--- src/design/abkf_pkg.sv ---
// Package for the angle/bias Kalman filter: formats, register indexes and
// saturation helpers. No dependencies.
`default_nettype none
package abkf_pkg;
   localparam int ValBits = 32;
   localparam int CovBits = 48;
   localparam int DtBits  = 16;
   localparam int CsrIdxBits = 2;

   typedef logic signed [ValBits-1:0] val_type;
   typedef logic signed [CovBits-1:0] cov_type;
   typedef logic [DtBits-1:0] dt_type;
   typedef logic [31:0] noise_type;

   typedef enum logic [CsrIdxBits-1:0] {
      CSR_ANGLE_Q = 2'd0,
      CSR_BIAS_Q  = 2'd1,
      CSR_MEAS_R  = 2'd2,
      CSR_UNUSED  = 2'd3
   } csr_idx_type;

   // Saturate a wide signed value to 48 bits.
   function automatic cov_type sat_cov(input logic signed [127:0] v);
      if (v > 128'sh7FFF_FFFF_FFFF) return 48'sh7FFF_FFFF_FFFF;
      if (v < -128'sh8000_0000_0000) return 48'sh8000_0000_0000;
      return v[CovBits-1:0];
   endfunction

   function automatic val_type sat_val(input logic signed [127:0] v);
      if (v > 128'sh7FFF_FFFF) return 32'sh7FFF_FFFF;
      if (v < -128'sh8000_0000) return 32'sh8000_0000;
      return v[ValBits-1:0];
   endfunction
endpackage
`default_nettype wire

--- src/design/abkf_mul.sv ---
// Sequential signed multiplier: one multiplicand bit per cycle, product
// shifted right and saturated by the caller. Depends on abkf_pkg.
`default_nettype none
module abkf_mul (
   input  wire logic                clock,
   input  wire logic                reset,
   input  wire logic                start,
   input  wire logic signed [47:0]  op_a,
   input  wire logic signed [47:0]  op_b,
   output logic                     done,
   output logic signed [96:0]       product
);
   import abkf_pkg::*;
   logic [47:0] a_ff, a_in;
   logic [96:0] acc_ff, acc_in;
   logic [47:0] bmag_ff, bmag_in;
   logic        neg_ff, neg_in;
   logic [5:0]  cnt_ff, cnt_in;
   logic        busy_ff, busy_in;

   always_comb begin
      a_in = a_ff; acc_in = acc_ff; bmag_in = bmag_ff; neg_in = neg_ff;
      cnt_in = cnt_ff; busy_in = busy_ff;
      if (start) begin
         a_in = op_a[47] ? 48'(-op_a) : op_a;
         bmag_in = op_b[47] ? 48'(-op_b) : op_b;
         neg_in = op_a[47] ^ op_b[47];
         acc_in = '0; cnt_in = '0; busy_in = 1'b1;
      end else if (busy_ff) begin
         // add one shifted partial product per cycle
         if (a_ff[0]) acc_in = acc_ff + (97'(bmag_ff) << cnt_ff);
         a_in = a_ff >> 1;
         cnt_in = cnt_ff + 6'd1;
         if (cnt_ff == 6'd47) busy_in = 1'b0;
      end
   end

   always_ff @(posedge clock) begin
      if (reset) begin
         busy_ff <= 1'b0; cnt_ff <= '0;
      end else begin
         busy_ff <= busy_in; cnt_ff <= cnt_in;
      end
      a_ff <= a_in; acc_ff <= acc_in; bmag_ff <= bmag_in; neg_ff <= neg_in;
   end

   assign done = busy_ff && cnt_ff == 6'd47;
   // sign-magnitude result; caller shifts magnitude then applies sign
   assign product = {neg_ff, acc_in[95:0]};
endmodule
`default_nettype wire

--- config.mk ---
export PLATFORM = sky130hd
export DESIGN_NAME = abkf_mul
export DESIGN_NICKNAME = d
export VERILOG_FILES = /design/src/design/abkf_pkg.sv /design/src/design/abkf_mul.sv
export SDC_FILE = /design/constraint.sdc
export NUM_CORES = 1
export LEC_CHECK = 0
export ABC_CLOCK_PERIOD_IN_PS = 6300
export BUFFER_PORTS_ARGS = -buffer_cell sky130_fd_sc_hd__buf_2
export CELL_PAD_IN_SITES_DETAIL_PLACEMENT = 1
export CELL_PAD_IN_SITES_GLOBAL_PLACEMENT = 1
export CORE_ASPECT_RATIO = 1.1
export CORE_MARGIN = 5
export CORE_UTILIZATION = 35
export CTS_CLUSTER_SIZE = 10
export DETAILED_ROUTE_END_ITERATION = 10
export PLACE_DENSITY = 0.68
export SYNTH_ARGS = -nofsm -noshare
export SYNTH_HDL_FRONTEND = slang
export SYNTH_SLANG_ARGS = --single-unit
--- constraint.sdc ---
create_clock -name clock -period 6.3 [get_ports clock]
set_clock_uncertainty 0.2 [all_clocks]
set_input_delay 0.315 -clock clock [delete_from_list [all_inputs] [get_ports clock]]
set_output_delay 0.315 -clock clock [all_outputs]
set_load 0.01 [all_outputs]
==> impl_metrics.tcl <==
set metrics [dict create \
    outcome "complete, but fails checks" \
    violations "setup timing" \
    core_area_um2 51500 \
    ys.flop_type "dfxtp_1" \
    cp.arrival_ps 5820 \
    dp_hpwl_mm 55.7 \
    dieArea_um2 56800 \
    antenna_found_initial 0 \
    syn2layout_area_growth_pct 26.8 \
    startpoint_type "flip-flop" \
    final_hold_viol_count 0 \
    wl_per_cell_um 22.1 \
    maxCapViolCount 0 \
    viasPerCell 5.69 \
    drc 0 \
    start_util_pct 35.4 \
    worst_slack_ps -33.2 \
    clk_latency_ps 520 \
    cts_buffers 17 \
    yosysUniqueCellTypes 79 \
    multi_input_area_um2 13200 \
    hp-class "primary input to flip-flop" \
    max_freq_mhz 158 \
    final_common_cell "nand2_1" \
    clock-root-buffer "clkbuf_16" \
    place_ws_ps 21.5 \
    drt-initial-drc-count 1098 \
    ff_latch_area_um2 4990 \
    tightest_slew_ps 1150 \
    ir_drop_mv 0.185 \
    hold_slack_ps 40.5 \
    powerDensity_nw_per_um2 186 \
    path_class "flip-flop to output port" \
    fin_nets 2835 \
    gp_congestion 0.971 \
    period_share_pct 101 \
    path_buf_inv 6 \
    syn-num-nets 2511 \
    ys_seq_area_share_pct 27.3 \
    drive_above_1_share_pct 24.5 \
    grt_use_total_pct 24.6 \
    syn_area_per_cell_um2 7.89 \
    crit_start "cnt_ff[0]" \
    num_io_pins 197 \
    hold_start "op_a[41]" \
    crit_slowest_cell "mux4_2" \
    nFillCells 6213 \
    synth-seq-cells 200 \
    htreeDepth 4 \
    antenna_cells 0 \
    grt_pass1_vias 19600 \
    slowest_delay_ps 550 \
    timing.slew.headroom_pct 23.0 \
    power.leakage_nw 9.16 \
    critPathTopFamily "compound AO/OA/AOI/OAI gates" \
    clkSinkCount 200 \
    layout_common_cells "nand2_1 (368), a21oi_1 (259), buf_2 (195), nor2_1 (188), buf_4 (175)" \
    path_clk_slew_ps 90 \
    syn-cell-area_um2 18200 \
    path_cells "buf_12, buf_16, mux4_2, mux2i_1, nand2_1, a21oi_1, a21oi_1, and2_1, ha_1, and3_1, a221o_1, a221o_1, buf_4, buf_4, a41oi_2, buf_4, o21ai_0, xor2_1, nand2_1, a21oi_1, buf_2" \
    slew_viol_final 0 \
    ant_nets 0 \
    portBuffers 196 \
    period_minus_slack_ps 6330 \
    async_reset_ff_share_pct 0 \
    first_pass_iters 5 \
    overflow 0 \
    netlist_instances 2313 \
    cp_max_fo 7 \
    finalSetupViolations 2 \
    rr_startpoint "cnt_ff[0]" \
    die_x_um 228 \
    fp.dieH_um 249 \
    grt_max_degree 102 \
    synth_edf_count 97 \
    fp-row-count 87 \
    via_count 18900 \
    end_kind "output port" \
    clk_path_buf_depth 2 \
    tritoncts "built" \
    critPathRequiredTime_ps 5780 \
    rsz0062_at_grt "yes" \
    routed_wl_mm 73.2 \
    grt_pass1_wl_mm 111 \
    ys_warn_count 0 \
]
-- area by class of cell --
cell class                      instances  area share (%)
Clock buffer                           17            1.84
Clock inverter                         15           0.984
Inverter                               50           0.827
Multi-Input combinational cell       1917            57.2
Sequential cell                       200            21.6
Tap cell                              667            3.61
Timing Repair Buffer                  450            14.0
Timing Repair inverter                  1          0.0216
-- sequential cells by signal (all words and copies together) (netlist names) --
signal and cells:
bmag_ff 48, cnt_ff 6, busy_ff 1, a_ff 48
acc_ff 96, neg_ff 1
-- power by group --
part	switching (W)	leakage (nW)	internal (W)
combinational	0.000871	7.05	0.000635
sequential	0.0000779	1.79	0.00148
clock	0.000678	0.312	0.000563
total	0.00163	9.16	0.00268
-- kinds of logic (layout without fill, tap and decap cells) --
kind of cell / after synthesis / after routing / share of synthesized area [%]
XOR/XNOR: 173 / 173 / 8.31
buffers and inverters: 196 / 533 / 4.40
flip-flops: 200 / 200 / 27.3
AND/OR/NAND/NOR: 811 / 811 / 20.1
adder cells (fa/ha/maj): 99 / 99 / 6.83
AO/OA/AOI/OAI: 691 / 691 / 22.9
multiplexers: 143 / 143 / 10.2
-- stage by stage --
step                      area (µm²)  setup TNS [ps]  instances  power [W]  util (%)
after floorplan                18200               0       2313    0.00236         -
after global placement         20500               0       3166    0.00286      39.9
after detailed placement       20500               0       3166    0.00289      39.9
after CTS                      22300            -146       3276    0.00422      43.3
after global routing           23100           -1770       3317    0.00451      44.9
final                          23100           -39.2       3317    0.00431      44.9
-- cells in the mapped netlist, types with 28 or more instances --
master	count	area, µm²
a21o_1	47	353
a21oi_1	281	1410
clkbuf_1	120	450
dfxtp_1	103	2060
edfxtp_1	97	2910
ha_1	98	1230
inv_1	49	184
mux2_2	33	372
mux2i_1	79	791
mux4_2	31	698
nand2_1	375	1410
nand3_1	40	200
nand4_1	34	213
nor2_1	192	721
nor3_1	28	140
o21ai_0	163	816
o31ai_1	37	278
xnor2_1	114	998
xor2_1	59	517
-- worst register-to-register path, stage by stage (launching register included) --
cell     delay [ps]
dfxtp_4         470
buf_12          150
buf_16          130
mux4_2          550
mux2i_1         200
nand2_1         140
a21oi_1         220
a21oi_1         110
and2_1          220
ha_1            370
and3_1          260
a221o_1         340
a221o_1         370
buf_4           150
buf_4           140
a41oi_2         250
buf_4           170
o21ai_0         110
xor2_1          160
nand2_1          70
a21oi_1         490
-- metal layers --
metal  vias to the layer above  global-route usage (%)  routed length [µm]
met3                       137                    2.82                2770
met4                         0                    8.49                2720
met5                         -                       0                   0
met1                      9246                    31.3               31100
met2                       467                    42.8               36700
li1                       9020                       -                   -
-- path summary, 6_finish.rpt --
check	to	slack, ps	cells after the start
worst max register to register	acc_ff[47]	860	20
worst max-delay path	product[47]	-30	21
worst min-delay path	a_ff[41]	40	3
worst min register to register	acc_ff[67]	290	2
-- what timing repair did --
| item | CTS | global route |
|---|---|---|
| hold endpoints to repair | 73 | 0 |
| pin swaps | 8 | 49 |
| endpoints found under the setup margin | 38 | 48 |
| hold buffers | 67 | 0 |
| resized for setup | 64 | 153 |
| setup buffers | 8 | 38 |
| gates cloned | 3 | 3 |
No activity file was read; power rests on OpenSTA's default activity.
